### config.mk
export PLATFORM = sky130hd
export DESIGN_NAME = rgb_led_chain_serializer
export DESIGN_NICKNAME = d
export VERILOG_FILES = /design/src/design/rlcs_pkg.sv /design/src/design/rgb_led_chain_serializer.sv /design/src/design/rlcs_front.sv /design/src/design/rlcs_queue.sv /design/src/design/rlcs_back.sv
export SDC_FILE = /design/constraint.sdc
export NUM_CORES = 1
export LEC_CHECK = 0
export BUFFER_PORTS_ARGS = -buffer_cell sky130_fd_sc_hd__buf_2
export CAP_MARGIN = 25
export CORE_MARGIN = 5
export CORE_UTILIZATION = 45
export DETAILED_ROUTE_END_ITERATION = 6
export GPL_TIMING_DRIVEN = 0
export PLACE_DENSITY = 0.61
export SLEW_MARGIN = 0
export SYNTH_ARGS = -nofsm -noshare
export SYNTH_HDL_FRONTEND = slang
export SYNTH_SLANG_ARGS = --single-unit
### constraint.sdc
create_clock -name clock -period 6.8 [get_ports clock]
set_input_delay 0.34 -clock clock [delete_from_list [all_inputs] [get_ports clock]]
set_output_delay 0.34 -clock clock [all_outputs]
set_load 0.03 [all_outputs]
### src/design/rlcs_pkg.sv
// rlcs_pkg: shared types and constants for the RGB LED chain serializer.
// No dependencies; used by every module of the block.
`timescale 1ns / 1ps

package rlcs_pkg;

   // configuration register indexes
   localparam logic [2:0] REG_BIT_PERIOD = 3'd0;
   localparam logic [2:0] REG_ZERO_HIGH  = 3'd1;
   localparam logic [2:0] REG_ONE_HIGH   = 3'd2;
   localparam logic [2:0] REG_BRIGHTNESS = 3'd3;
   localparam logic [2:0] REG_PIXEL_CNT  = 3'd4;

   // reset values of the timing registers
   localparam logic [15:0] BIT_PERIOD_RST = 16'd277;
   localparam logic [15:0] ZERO_HIGH_RST  = 16'd89;
   localparam logic [15:0] ONE_HIGH_RST   = 16'd185;
   localparam logic [7:0]  BRIGHT_RST     = 8'd255;

   // last bit position of the 24-bit color word
   localparam logic [4:0] LAST_BIT = 5'd23;

   // item class handed from front to back
   typedef enum logic {
      FUNC_TICK  = 1'b0,
      FUNC_WRITE = 1'b1
   } func_type;

   // one queue entry: classified item with its packed GRB word
   typedef struct packed {
      func_type    func;
      logic [23:0] grb;
   } entry_type;

   // bit timing settings seen by the back end
   typedef struct packed {
      logic [15:0] bit_period;
      logic [15:0] zero_high;
      logic [15:0] one_high;
   } timing_type;

endpackage

### src/design/rgb_led_chain_serializer.sv
// rgb_led_chain_serializer: top level with configuration registers.
// Depends on rlcs_pkg, rlcs_front, rlcs_queue and rlcs_back.
`timescale 1ns / 1ps

//  channel | direction | signals
//  req_    | in        | func, red, green, blue (valid/ready)
//  rsp_    | out       | line_level, busy_res (valid/ready)
//  csr_    | in        | index, data (valid/ready, always ready)
//
// One item per cycle while results are taken; each item passes from the front
// into the two-entry queue, then through the timing engine into the result
// register. Reset clears the queue, the transmit state and the registers to
// their defaults. Result stalls fill the queue and then drop req_ready.

module rgb_led_chain_serializer #(
   parameter int MAX_PIXELS = 1024
) (
   input  logic        clock,
   input  logic        reset,
   input  logic        req_valid,
   output logic        req_ready,
   input  logic        req_func,
   input  logic [7:0]  req_red,
   input  logic [7:0]  req_green,
   input  logic [7:0]  req_blue,
   output logic        rsp_valid,
   input  logic        rsp_ready,
   output logic        rsp_line_level,
   output logic        rsp_busy_res,
   input  logic        csr_valid,
   output logic        csr_ready,
   input  logic [2:0]  csr_index,
   input  logic [15:0] csr_data
);

   localparam int PIX_W = $clog2(MAX_PIXELS + 1);

   rlcs_pkg::timing_type timing_ff;
   logic [7:0]           bright_ff;
   logic [PIX_W-1:0]     chain_ff;
   logic [31:0]          pix_req;
   logic [31:0]          pix_clamp;
   logic                 csr_write;
   logic                 push_valid;
   logic                 push_ready;
   rlcs_pkg::entry_type  push_entry;
   logic                 pop_valid;
   logic                 pop_ready;
   rlcs_pkg::entry_type  pop_entry;

   assign csr_ready = 1'b1;
   assign csr_write = csr_valid && csr_ready;

   // chain length: zero counts as one, capped at the maximum
   always_comb begin
      pix_req   = 32'(csr_data[10:0]);
      pix_clamp = pix_req;
      if (pix_req == 32'd0) begin
         pix_clamp = 32'd1;
      end else if (pix_req > 32'(MAX_PIXELS)) begin
         pix_clamp = 32'(MAX_PIXELS);
      end
   end

   // configuration registers
   always_ff @(posedge clock) begin
      if (reset) begin
         timing_ff.bit_period <= rlcs_pkg::BIT_PERIOD_RST;
         timing_ff.zero_high  <= rlcs_pkg::ZERO_HIGH_RST;
         timing_ff.one_high   <= rlcs_pkg::ONE_HIGH_RST;
         bright_ff            <= rlcs_pkg::BRIGHT_RST;
         chain_ff             <= PIX_W'(1);
      end else if (csr_write) begin
         case (csr_index)
            rlcs_pkg::REG_BIT_PERIOD: timing_ff.bit_period <= csr_data;
            rlcs_pkg::REG_ZERO_HIGH:  timing_ff.zero_high  <= csr_data;
            rlcs_pkg::REG_ONE_HIGH:   timing_ff.one_high   <= csr_data;
            rlcs_pkg::REG_BRIGHTNESS: bright_ff            <= csr_data[7:0];
            rlcs_pkg::REG_PIXEL_CNT:  chain_ff             <= pix_clamp[PIX_W-1:0];
            default: begin
            end
         endcase
      end
   end

   rlcs_front u_front (
      .req_valid  (req_valid),
      .req_ready  (req_ready),
      .req_func   (req_func),
      .req_red    (req_red),
      .req_green  (req_green),
      .req_blue   (req_blue),
      .brightness (bright_ff),
      .push_valid (push_valid),
      .push_ready (push_ready),
      .push_entry (push_entry)
   );

   rlcs_queue u_queue (
      .clock      (clock),
      .reset      (reset),
      .push_valid (push_valid),
      .push_ready (push_ready),
      .push_entry (push_entry),
      .pop_valid  (pop_valid),
      .pop_ready  (pop_ready),
      .pop_entry  (pop_entry)
   );

   rlcs_back #(
      .PIX_W (PIX_W)
   ) u_back (
      .clock          (clock),
      .reset          (reset),
      .timing         (timing_ff),
      .chain_len      (chain_ff),
      .pop_valid      (pop_valid),
      .pop_ready      (pop_ready),
      .pop_entry      (pop_entry),
      .rsp_valid      (rsp_valid),
      .rsp_ready      (rsp_ready),
      .rsp_line_level (rsp_line_level),
      .rsp_busy_res   (rsp_busy_res)
   );

endmodule

### src/design/rlcs_front.sv
// rlcs_front: accepts request items, classifies them and scales the color.
// Depends on rlcs_pkg; pushes into rlcs_queue.
`timescale 1ns / 1ps

module rlcs_front (
   input  logic               req_valid,
   output logic               req_ready,
   input  logic               req_func,
   input  logic [7:0]         req_red,
   input  logic [7:0]         req_green,
   input  logic [7:0]         req_blue,
   input  logic [7:0]         brightness,
   output logic               push_valid,
   input  logic               push_ready,
   output rlcs_pkg::entry_type push_entry
);

   logic [15:0] red_prod;
   logic [15:0] green_prod;
   logic [15:0] blue_prod;

   // scale each channel: (c * brightness) >> 8
   assign red_prod   = 16'(req_red)   * 16'(brightness);
   assign green_prod = 16'(req_green) * 16'(brightness);
   assign blue_prod  = 16'(req_blue)  * 16'(brightness);

   // pack as green, red, blue with green on top
   always_comb begin
      push_entry.func = req_func ? rlcs_pkg::FUNC_WRITE : rlcs_pkg::FUNC_TICK;
      push_entry.grb  = {green_prod[15:8], red_prod[15:8], blue_prod[15:8]};
   end

   assign push_valid = req_valid;
   assign req_ready  = push_ready;

endmodule

### src/design/rlcs_queue.sv
// rlcs_queue: two-entry queue between front and back end.
// Depends on rlcs_pkg for the entry type.
`timescale 1ns / 1ps

module rlcs_queue (
   input  logic                clock,
   input  logic                reset,
   input  logic                push_valid,
   output logic                push_ready,
   input  rlcs_pkg::entry_type push_entry,
   output logic                pop_valid,
   input  logic                pop_ready,
   output rlcs_pkg::entry_type pop_entry
);

   rlcs_pkg::entry_type mem_ff [2];
   logic                wr_ptr_ff, wr_ptr_in;
   logic                rd_ptr_ff, rd_ptr_in;
   logic [1:0]          count_ff, count_in;
   logic                do_push;
   logic                do_pop;

   assign push_ready = (count_ff != 2'd2);
   assign pop_valid  = (count_ff != 2'd0);
   assign pop_entry  = mem_ff[rd_ptr_ff];
   assign do_push    = push_valid && push_ready;
   assign do_pop     = pop_valid && pop_ready;

   // pointer and fill count update
   always_comb begin
      wr_ptr_in = do_push ? ~wr_ptr_ff : wr_ptr_ff;
      rd_ptr_in = do_pop  ? ~rd_ptr_ff : rd_ptr_ff;
      count_in  = count_ff;
      if (do_push && !do_pop) begin
         count_in = count_ff + 2'd1;
      end else if (!do_push && do_pop) begin
         count_in = count_ff - 2'd1;
      end
   end

   always_ff @(posedge clock) begin
      if (reset) begin
         wr_ptr_ff <= 1'b0;
         rd_ptr_ff <= 1'b0;
         count_ff  <= 2'd0;
      end else begin
         wr_ptr_ff <= wr_ptr_in;
         rd_ptr_ff <= rd_ptr_in;
         count_ff  <= count_in;
      end
   end

   // entry storage
   always_ff @(posedge clock) begin
      if (do_push) begin
         mem_ff[wr_ptr_ff] <= push_entry;
      end
   end

endmodule

### src/design/rlcs_back.sv
// rlcs_back: bit timing engine and result register.
// Depends on rlcs_pkg; pops items from rlcs_queue.
`timescale 1ns / 1ps

module rlcs_back #(
   parameter int PIX_W = 11
) (
   input  logic                 clock,
   input  logic                 reset,
   input  rlcs_pkg::timing_type timing,
   input  logic [PIX_W-1:0]     chain_len,
   input  logic                 pop_valid,
   output logic                 pop_ready,
   input  rlcs_pkg::entry_type  pop_entry,
   output logic                 rsp_valid,
   input  logic                 rsp_ready,
   output logic                 rsp_line_level,
   output logic                 rsp_busy_res
);

   logic [23:0]      word_ff, word_in;
   logic [4:0]       bit_ff, bit_in;
   logic [15:0]      tick_ff, tick_in;
   logic [PIX_W-1:0] pix_ff, pix_in;
   logic             sending_ff, sending_in;
   logic             valid_ff, valid_in;
   logic             level_ff, level_in;
   logic             busy_ff, busy_in;
   logic             step;
   logic             start;
   logic             wrap;
   logic [PIX_W-1:0] pix_next;
   logic             cur_bit;
   logic [15:0]      high_time;

   // take an item when the result register is free or being drained
   assign pop_ready = !valid_ff || rsp_ready;
   assign step      = pop_valid && pop_ready;
   assign start     = (pop_entry.func == rlcs_pkg::FUNC_WRITE) && !sending_ff;
   assign wrap      = ({1'b0, tick_ff} + 17'd1) >= {1'b0, timing.bit_period};
   assign pix_next  = pix_ff + PIX_W'(1);

   // transmit state advance
   always_comb begin
      word_in    = word_ff;
      bit_in     = bit_ff;
      tick_in    = tick_ff;
      pix_in     = pix_ff;
      sending_in = sending_ff;
      if (step) begin
         if (start) begin
            word_in    = pop_entry.grb;
            bit_in     = 5'd0;
            tick_in    = 16'd0;
            pix_in     = '0;
            sending_in = 1'b1;
         end else if (sending_ff) begin
            if (wrap) begin
               tick_in = 16'd0;
               if (bit_ff == rlcs_pkg::LAST_BIT) begin
                  bit_in = 5'd0;
                  if (pix_next >= chain_len) begin
                     pix_in     = '0;
                     sending_in = 1'b0;
                  end else begin
                     pix_in = pix_next;
                  end
               end else begin
                  bit_in = bit_ff + 5'd1;
               end
            end else begin
               tick_in = tick_ff + 16'd1;
            end
         end
      end
   end

   // line level after the step, MSB first
   always_comb begin
      cur_bit   = word_in[rlcs_pkg::LAST_BIT - bit_in];
      high_time = cur_bit ? timing.one_high : timing.zero_high;
      level_in  = sending_in && (tick_in < high_time);
      busy_in   = sending_in;
      valid_in  = step || (valid_ff && !rsp_ready);
   end

   always_ff @(posedge clock) begin
      if (reset) begin
         word_ff    <= 24'd0;
         bit_ff     <= 5'd0;
         tick_ff    <= 16'd0;
         pix_ff     <= '0;
         sending_ff <= 1'b0;
         valid_ff   <= 1'b0;
      end else begin
         word_ff    <= word_in;
         bit_ff     <= bit_in;
         tick_ff    <= tick_in;
         pix_ff     <= pix_in;
         sending_ff <= sending_in;
         valid_ff   <= valid_in;
      end
   end

   // result payload, loaded with each item
   always_ff @(posedge clock) begin
      if (step) begin
         level_ff <= level_in;
         busy_ff  <= busy_in;
      end
   end

   assign rsp_valid      = valid_ff;
   assign rsp_line_level = level_ff;
   assign rsp_busy_res   = busy_ff;

endmodule

==> results.json, run 1 <==
{
  "outcome": "complete, no violations",
  "min_path_cells": 1,
  "period_needed_ns": 6.50,
  "p_leak_nw": 7.24,
  "clk_path_buf_depth": 2,
  "cts_root_buffer": "clkbuf_16",
  "htree_levels": 4,
  "finalCritPeriodShare_pct": 95.6,
  "hold_violations": 0,
  "critPathMaxFanout": 10,
  "relSlewSlack_pct": 44.8,
  "path_class": "flip-flop to flip-flop",
  "postSynthCellCount": 1597,
  "max_freq_mhz": 154,
  "drive_above_1_share_pct": 8.00,
  "grt_pass1_vias": 11100,
  "fin_setup_tns_ns": 0,
  "synth_edf_count": 52,
  "nets": 1974,
  "yosys_register_bits": 182,
  "drt_first_pass_iters": 7,
  "grt_max_degree": 26,
  "hold_buffers": 0,
  "async_reset_ff_share_pct": 0,
  "yosysTopAreaCellShare_pct": 18.3,
  "drc": 0,
  "synth_area_um2": 14200,
  "dp_hpwl_um": 27600,
  "die_x_um": 188,
  "required_ns": 7.11,
  "r2r_cells": 29,
  "slew_viol_final": 0,
  "vias_per_cell": 5.30,
  "endpoint_kind": "flip-flop",
  "area_delta_synth_final_pct": 11.3,
  "track_usage_pct": 20.2,
  "cp_slowest_cell": "or4_1",
  "grt_pass1_wl_um": 57700,
  "clock_latency_ns": 0.45,
  "port_buffers": 49,
  "cts_inserted_buffers": 17,
  "antenna_found_initial": 2,
  "fp.coreArea_um2": 31400,
  "ios": 54,
  "ir_worst_vdd_mv": 0.253,
  "gp_congestion": 0.901,
  "arrival_ns": 6.81,
  "ant_nets": 0,
  "core.rowCount": 65,
  "start_kind": "flip-flop",
  "yosysUniqueCellTypes": 72,
  "p_per_area_nw_per_um2": 345,
  "hold_slack_ns": 0.0967,
  "clock_skew_ns": 0.0135,
  "routedWlPerCell_um": 16.9,
  "yosys-top-cells-area": "dfxtp_1 18%, fa_1 15%, ha_1 13%, edfxtp_1 11%, nand2_1 6.6%",
  "worstMarginPinSlew_ns": 0.827,
  "syn-num-nets": 1896,
  "yosysTopAreaCell": "dfxtp_1",
  "synthFlopType": "dfxtp_1",
  "vias": 11100,
  "final-setup-viol-count": 0,
  "start_util_pct": 45.3,
  "drt_wl_total_um": 35300,
  "first_iter_violations": 701,
  "cts_tree": "done",
  "die_height_um": 188,
  "dieArea_um2": 35300,
  "grt-ovfl-total": 0,
  "synth_area_per_cell_um2": 8.90,
  "yosysSeqAreaShare_pct": 29.3,
  "critPathMaxStageDelay_ns": 0.54,
  "hp-class": "primary input to flip-flop",
  "cts.clk_slew.worst_paths_ns": 0.08,
  "drv_cap": 0,
  "rsz0062_at_grt": "no",
  "synth_warnings": 0,
  "clock_sinks": 182,
  "fill_cells": 3011
}
## state kept, by name, indices dropped and copies added, names as in the netlist, 2 cells and up, named ones only
register	cells
u_back.bit_ff	5
timing_ff	48
u_queue.mem_ff	50
u_back.tick_ff	16
chain_ff	11
u_back.word_ff	24
u_queue.count_ff	2
bright_ff	8
u_back.pix_ff	11
## where the power goes
| group | switching, mW | total (mW) | internal, mW |
|---|---|---|---|
| clock | 0.534 | 1.05 | 0.519 |
| combinational | 1.63 | 2.73 | 1.10 |
| sequential | 0.0756 | 1.69 | 1.61 |
| total | 2.24 | 5.47 | 3.22 |
## metal layers
layer	part of all wire, %	up-vias	global-route usage [%]	wire, um
met3	4.0	42	2.92	1430
met4	1.6	2	4.97	563
met1	44	5425	26.4	15700
met2	50	212	35.3	17600
met5	0.034	-	0	12
li1	-	5399	-	-
## worst max-delay path, delay by kind of cell, from the launching register on
family / cells / cell delay [ns]
AOI/OAI and AO/OA: 9 / 1.76
xor gates and xnor gates: 1 / 0.17
adders and majority gates: 2 / 0.58
buffers and inverters: 3 / 0.37
DFF: 1 / 0.41
muxes: 1 / 0.25
and+or+nand+nor: 13 / 2.86
## timing repair
action,4_1_cts,5_1_grt
pin swaps,2,7
gates resized for setup,5,20
setup endpoints to repair,1,1
buffers inserted,2,6
endpoints found under the hold margin,0,0
cloned,0,0
## final cells by class
| type | instances | area (um^2) | area share [%] |
|---|---|---|---|
| multi-input cells | 1161 | 9200 | 58.1 |
| flip-flops and latches | 182 | 4170 | 26.3 |
| inverters | 192 | 721 | 4.55 |
| well taps | 402 | 503 | 3.18 |
| clock buffers | 17 | 425 | 2.69 |
| repair buffers | 59 | 338 | 2.13 |
| plain buffers | 62 | 265 | 1.68 |
| clock inverters | 15 | 209 | 1.32 |
| diodes | 1 | 2.50 | 0.0158 |
## worst paths after layout
kind | from | end | slack [ns]
worst max register to register | u_back.tick_ff[6] | u_back.rsp_line_level | 0.30
worst max-delay path | u_back.tick_ff[6] | u_back.rsp_line_level | 0.30
worst min register to register | timing_ff[1] | timing_ff[1] | 0.46
worst min-delay path | req_func | u_queue.mem_ff[1][24] | 0.1
## Yosys cell counts (45+ instances only)
| master | count |
|---|---|
| ha_1 | 145 |
| nand2_1 | 251 |
| dfxtp_1 | 130 |
| clkbuf_1 | 48 |
| a21oi_1 | 99 |
| mux2i_1 | 45 |
| inv_1 | 191 |
| nand3_1 | 49 |
| and2_1 | 123 |
| fa_1 | 105 |
| edfxtp_1 | 52 |
| nor2_1 | 91 |
## through the flow
step	worst slack, ns	std cells	cell area (um^2)	utilization, %	total power, mW
floorplan	1.12	1597	14200	-	3.68
global placement	-0.342	2048	15000	47.7	4.36
detailed placement	-0.346	2049	15000	47.8	4.45
CTS	0.0113	2083	15700	50.0	5.52
global route	0.00276	2090	15800	50.4	5.94
finish	0.296	2091	15800	50.4	5.47
## layout by cell type (no fill, tap or decap), drive strengths merged, types with 11 or more instances in the layout
master,n
nand2,252
inv,204
ha,145
dfxtp,130
and2,123
fa,105
a21oi,101
nor2,92
buf,73
clkbuf,65
edfxtp,52
nand3,49
mux2i,45
o21ai,40
xor2,29
xnor2,23
and3,13
a21o,12
nand4,11
nor3,11
## cells by family after synthesis
kind of cell / share of synthesized area [%]
AOI/OAI and AO/OA: 9.24
xor gates and xnor gates: 3.20
adders and majority gates: 27.5
buffers and inverters: 6.93
DFF: 29.3
muxes: 3.80
other: 0.0264
and+or+nand+nor: 20.0
Power figures use the tool's default switching activity.
==> inputs of run 2 (changes only) <==
--- a/config.mk
+++ b/config.mk
@@ -5,6 +5,7 @@
 export SDC_FILE = /design/constraint.sdc
 export NUM_CORES = 1
 export LEC_CHECK = 0
+export ABC_AREA = 1
 export BUFFER_PORTS_ARGS = -buffer_cell sky130_fd_sc_hd__buf_2
 export CAP_MARGIN = 25
 export CORE_MARGIN = 5
==> run 2 against run 1 <==
- final area barely moved
- first-iteration DRC count fell by 12%
- clock power fell by 5%
- global-route usage rose by 0.31 points
- fmax rose by 5.4%
- hold slack improved by 0.028 ns
- critical path type unchanged
- critical endpoint is now u_queue.mem_ff[1][15]
- largest power group unchanged
==> results.json, run 2 <==
{
  "outcome": "complete, no violations",
  "p_sw_mw": 2.50,
  "htree_levels": 4,
  "path_cells": "clkbuf_1 -> clkbuf_1 -> nand2_1 -> fa_1 -> fa_1 -> inv_1 -> fa_1 -> fa_1 -> ha_1 -> nand2_1 -> o41ai_1 -> a21oi_1 -> nor2_1 -> nor2_1 -> o21bai_1 -> a21oi_1 -> o21bai_1 -> a21oi_1 -> nor2_1 -> nor2_1 -> xor2_1",
  "synthFlopType": "dfxtp_1",
  "final_common_cell": "nand2_1",
  "drc": 0,
  "final-setup-viol-count": 0,
  "synth_most_common_cell": "nand2_1",
  "grt_pass1_vias": 11700,
  "yosysTopAreaCellShare_pct": 17.9,
  "yosysSeqAreaShare_pct": 28.6,
  "gp_congestion": 0.845,
  "critPathBufInv": 3,
  "r2r_cells": 21,
  "start_kind": "flip-flop",
  "nets": 2203,
  "internal_power_mw": 3.37,
  "final_cells": 2319,
  "top_regs": "u_queue.mem_ff (50), timing_ff (48), u_back.word_ff (24)",
  "drv_cap": 0,
  "ys_top_cells_by_count": "394 x nand2_1, 355 x inv_1, 145 x ha_1, 139 x nor2_1, 130 x dfxtp_1",
  "r2r-end": "u_queue.mem_ff[1][15]",
  "fp.coreArea_um2": 31700,
  "critPathMaxStageDelay_ns": 0.68,
  "start_util_pct": 45.9,
  "synth-xor-area-share_pct": 2.83,
  "synth_top_family_by_area": "adder cells",
  "cts_tree": "done",
  "postSynthCellCount": 1852,
  "synth-adder-area-share_pct": 26.9,
  "hold_buffers": 0,
  "relSlewSlack_pct": 43.1,
  "fin_setup_tns_ns": 0,
  "regMostFlops": "u_queue.mem_ff",
  "hold_slack_ns": 0.125,
  "drt_wl_total_um": 36200,
  "first_iter_violations": 615,
  "period_needed_ns": 6.17,
  "yosys-top-cells-area": "dfxtp_1 18%, fa_1 14%, ha_1 12%, edfxtp_1 11%, nand2_1 10%",
  "grt_pass1_wl_um": 59500,
  "routedWlPerCell_um": 15.6,
  "worstMarginPinSlew_ns": 0.851,
  "die_height_um": 190,
  "cts_root_buffer": "clkbuf_16",
  "yosysUniqueCellTypes": 55,
  "antenna_cells": 0,
  "fill_cells": 3100,
  "p_leak_nw": 8.37,
  "postCtsSetupRepairBufs": 0,
  "min_to": "u_queue.mem_ff[0][24]",
  "pwr-share-comb_pct": 53.9,
  "hold_start": "req_func",
  "drt_first_pass_iters": 5,
  "dieArea_um2": 36100,
  "grt_max_degree": 27,
  "vias": 11800,
  "drive_above_1_share_pct": 6.89,
  "min_path_cells": 1,
  "clock_latency_ns": 0.44,
  "yosysTopAreaCell": "dfxtp_1",
  "hp-class": "primary input to flip-flop",
  "clock_skew_ns": 0.0181,
  "synthMuxAreaShare_pct": 1.03,
  "power_frac_seq_pct": 29.2,
  "max_freq_mhz": 162,
  "synth_area_um2": 14600,
  "yosys.area_share.simple_pct": 18.2,
  "area_delta_synth_final_pct": 8.79,
  "track_usage_pct": 20.5,
  "p_clk_share_pct": 16.9,
  "ios": 54,
  "grt-ovfl-total": 0,
  "synth_warnings": 0,
  "layout_common_cells": "394 x nand2_1, 355 x inv_1, 145 x ha_1",
  "cp_top_family": "adder cells",
  "multi_input_area_um2": 8640,
  "cp_slowest_cell": "o41ai_1",
  "clock_sinks": 182,
  "path_class": "flip-flop to flip-flop",
  "syn-num-nets": 2151,
  "ant_nets": 0,
  "fin_util_pct": 50.0,
  "die_x_um": 190,
  "place_inst": 2287,
  "hold_violations": 0,
  "port_buffers": 33,
  "vias_per_cell": 5.09,
  "slew_viol_final": 0,
  "regArea_um2": 4160,
  "ir_worst_vdd_mv": 0.321,
  "endpoint_kind": "flip-flop",
  "startpoint": "bright_ff[6]",
  "core.rowCount": 65,
  "cts.clk_slew.worst_paths_ns": 0.07,
  "required_ns": 6.97,
  "reg2reg_from": "bright_ff[6]",
  "synth_area_per_cell_um2": 7.86,
  "rsz0062_at_grt": "no",
  "arrival_ns": 6.34,
  "synth_edf_count": 52,
  "finalCritPeriodShare_pct": 90.7,
  "post_cts_resized": 0,
  "yosys_register_bits": 182,
  "cts_inserted_buffers": 17,
  "antenna_found_initial": 0,
  "sw_frac_of_total_pct": 42.6,
  "dp_hpwl_um": 28400,
  "largest_reg_flops": 50,
  "clk_path_buf_depth": 2,
  "synth_compound_area_share_pct": 10.3,
  "p_per_area_nw_per_um2": 370,
  "async_reset_ff_share_pct": 0,
  "ff2ff_setup_slack_ns": 0.63,
  "critPathMaxFanout": 10
}
-- run 2: changes by cell type in the layout (fill, tap and decap cells not counted), sizes merged, moves of 30 or more --
cell	change
and2	-122
buf	-32
clkbuf	+39
inv	+172
mux2i	-30
nand2	+154
nor2	+51
o21ai	+59
-- run 2: worst max path at each step --
stage	to	slack, ns	depth (start not counted)
2_1_floorplan	u_queue.mem_ff[0][7]	1.57	23
3_3_place_gp	u_queue.mem_ff[0][15]	0.67	21
3_5_place_dp	u_queue.mem_ff[1][15]	0.58	21
4_1_cts	u_queue.mem_ff[1][15]	0.58	21
5_1_grt	u_queue.mem_ff[1][15]	0.22	21
6_report	u_queue.mem_ff[1][15]	0.63	21
-- run 2: worst register-to-register path, delay by kind of cell (launching register included) --
family	cells	cell delay, ns
flops	1	0.31
buf+inv	3	0.91
fa+ha+maj	5	2.40
compound gates	6	1.54
simple gates	6	0.59
xor+xnor	1	0.16
-- run 2: area by class of cell --
type,instances,area share (%)
Timing Repair Buffer,33,1.04
Inverter,372,8.83
Buffer,89,2.38
Sequential cell,182,26.3
Multi-Input combinational cell,1209,54.5
Tap cell,402,3.17
Clock buffer,23,3.28
Clock inverter,9,0.490
-- run 2: metal layers --
metal / wire length [um] / vias up / track usage (%)
met1: 15800 / 5666 / 26.4
met5: 0 / - / 0
met4: 700 / 0 / 5.12
li1: - / 5878 / -
met3: 1600 / 42 / 3.10
met2: 18100 / 214 / 36.2
-- run 2: kinds of logic (layout without fill, tap and decap cells) --
group | after synthesis | count (layout)
AO/OA/AOI/OAI | 260 | 260
XOR/XNOR | 47 | 47
adder cells (fa/ha/maj) | 250 | 250
buffers and inverters | 461 | 526
flip-flops | 182 | 182
multiplexers | 15 | 15
other | 1 | 1
AND/OR/NAND/NOR | 636 | 636
-- run 2: per-stage QoR --
step | total power, mW | area [um^2] | setup WS, ns
5_1_grt | 6.43 | 15800 | 0.219
2_1_floorplan | 4.09 | 14600 | 1.57
4_1_cts | 5.96 | 15800 | 0.577
3_3_place_gp | 4.86 | 15200 | 0.674
6_report | 5.87 | 15800 | 0.631
3_5_place_dp | 4.95 | 15200 | 0.584
-- run 2: power groups by stage --
stage	Sequential [mW]	Clock (mW)	Combinational (mW)
6_report	1.71	0.994	3.16
5_1_grt	1.73	1.05	3.65
4_1_cts	1.71	1.01	3.24
3_5_place_dp	1.74	0	3.21
3_3_place_gp	1.73	0	3.13
2_1_floorplan	1.73	0	2.36
==> inputs of run 3 (changes only) <==
--- a/config.mk
+++ b/config.mk
@@ -11,7 +11,6 @@
 export CORE_MARGIN = 5
 export CORE_UTILIZATION = 45
 export DETAILED_ROUTE_END_ITERATION = 6
-export GPL_TIMING_DRIVEN = 0
 export PLACE_DENSITY = 0.61
 export SLEW_MARGIN = 0
 export SYNTH_ARGS = -nofsm -noshare
==> run 3 against run 2 <==
- utilization is 0.48 points lower
- non-clock buffer count fell by 52
- routed wire length shrank 8.4%
- sequential share of layout area grew 0.26 points
- power decreased by 1.3%
- fmax grew 8.9%
- clock skew decreased by 0.0012 ns
- global-route usage decreased by 1.6 points
- via count fell by 3.1%
==> results.json, run 3 (synthesis gave the netlist of run 2 again) <==
{
  "pwr-share-comb_pct": 53.6,
  "internal_power_mw": 3.33,
  "period_needed_ns": 5.66,
  "fill_cells": 3108,
  "grt_pass1_wl_um": 55500,
  "hp-class": "primary input to flip-flop",
  "regMostFlops": "u_queue.mem_ff",
  "r2r_cells": 25,
  "endpoint_kind": "flip-flop",
  "fin_setup_tns_ns": 0,
  "final_common_cell": "nand2_1",
  "worstMarginPinSlew_ns": 0.881,
  "sw_frac_of_total_pct": 42.6,
  "clock_sinks": 182,
  "outcome": "complete, no violations",
  "cts_inserted_buffers": 17,
  "start_util_pct": 45.9,
  "htree_levels": 4,
  "post_cts_resized": 0,
  "largest_reg_flops": 50,
  "ant_nets": 0,
  "drv_cap": 0,
  "hold_slack_ns": 0.0838,
  "arrival_ns": 5.92,
  "relSlewSlack_pct": 41.0,
  "antenna_cells": 0,
  "dieArea_um2": 36100,
  "die_x_um": 190,
  "p_sw_mw": 2.47,
  "clk_path_buf_depth": 2,
  "area_delta_synth_final_pct": 7.74,
  "grt_pass1_vias": 11400,
  "drive_above_1_share_pct": 7.99,
  "p_clk_share_pct": 16.7,
  "power_frac_seq_pct": 29.7,
  "dp_hpwl_um": 25300,
  "clock_latency_ns": 0.44,
  "hold_violations": 0,
  "drt_wl_total_um": 33100,
  "ir_worst_vdd_mv": 0.228,
  "cts.clk_slew.worst_paths_ns": 0.08,
  "core.rowCount": 65,
  "path_class": "flip-flop to flip-flop",
  "cts_tree": "done",
  "cts_root_buffer": "clkbuf_16",
  "grt-ovfl-total": 0,
  "grt_max_degree": 72,
  "routedWlPerCell_um": 14.6,
  "ios": 54,
  "final-setup-viol-count": 0,
  "top_regs": "u_queue.mem_ff (50), timing_ff (48), u_back.word_ff (24)",
  "max_freq_mhz": 177,
  "finalCritPeriodShare_pct": 83.3,
  "regArea_um2": 4160,
  "port_buffers": 52,
  "first_iter_violations": 540,
  "layout_common_cells": "394 x nand2_1, 355 x inv_1, 145 x ha_1",
  "drc": 0,
  "clock_skew_ns": 0.0170,
  "antenna_found_initial": 0,
  "vias_per_cell": 5.04,
  "critPathMaxFanout": 17,
  "p_leak_nw": 8.36,
  "start_kind": "flip-flop",
  "required_ns": 7.05,
  "nets": 2151,
  "postCtsSetupRepairBufs": 0,
  "rsz0062_at_grt": "no",
  "drt_first_pass_iters": 5,
  "gp_congestion": 0.874,
  "die_height_um": 190,
  "hold_buffers": 0,
  "vias": 11400,
  "multi_input_area_um2": 8640,
  "min_path_cells": 1,
  "track_usage_pct": 18.8,
  "fp.coreArea_um2": 31700,
  "slew_viol_final": 0,
  "p_per_area_nw_per_um2": 369
}
[run 3: power by group through the flow]
stage	Combinational, mW	Sequential (mW)	Clock, mW
final	3.11	1.72	0.970
after global routing	3.61	1.74	1.04
after CTS	3.18	1.72	0.990
after detailed placement	3.16	1.75	0
after global placement	3.09	1.74	0
after floorplan	2.36	1.73	0
[run 3: critical path, cell delays in order, from the launching register on]
cell and delay (ns):
dfxtp_1 0.75, nand2_1 0.10, inv_1 0.10, fa_1 0.42, ha_1 0.29, inv_1 0.05, fa_1 0.51, fa_1 0.55
inv_1 0.04, ha_1 0.30, a21oi_1 0.14, o21ai_1 0.08, a21oi_1 0.26, inv_1 0.07, a21oi_1 0.26, inv_2 0.04
a21oi_1 0.23, inv_2 0.04, a21oi_1 0.23, inv_2 0.06, a21oi_1 0.25, inv_2 0.04, a21oi_1 0.22, inv_2 0.04
a21oi_1 0.15, xor2_1 0.22
[run 3: path summary, 6_finish.rpt]
check,startpoint,to,slack (ns)
setup / recovery,bright_ff[3],u_queue.mem_ff[1][7],1.14
hold reg to reg,u_queue.rd_ptr_ff,u_queue.rd_ptr_ff,0.46
setup reg to reg,bright_ff[3],u_queue.mem_ff[1][7],1.14
hold / removal,req_func,u_queue.mem_ff[1][24],0.08
[run 3: routing by layer]
| metal | up-vias | share of wire [%] | routed length [um] | global-route usage [%] |
|---|---|---|---|---|
| li1 | 5770 | - | - | - |
| met1 | 5469 | 46 | 15400 | 24.7 |
| met2 | 164 | 48 | 15900 | 32.5 |
| met5 | - | 0 | 0 | 0 |
| met3 | 32 | 3.4 | 1120 | 2.72 |
| met4 | 0 | 2.2 | 742 | 5.48 |
[run 3: layout make-up]
class                           instances  area share [%]
Sequential cell                       182            26.5
Tap cell                              402            3.21
Clock inverter                         13           0.885
Inverter                              372            8.91
Timing Repair Buffer                   70            2.65
Multi-Input combinational cell       1209            55.1
Clock buffer                           19            2.76
[run 3: stage by stage]
stage	util (%)	cell area, um^2	power [mW]	instances	setup WS [ns]
after floorplan	-	14600	4.09	1852	1.57
after global placement	47.6	15100	4.84	2234	1.27
after detailed placement	47.6	15100	4.90	2234	1.15
after CTS	49.4	15700	5.89	2266	1.10
after global routing	49.5	15700	6.39	2267	0.558
final	49.5	15700	5.80	2267	1.14
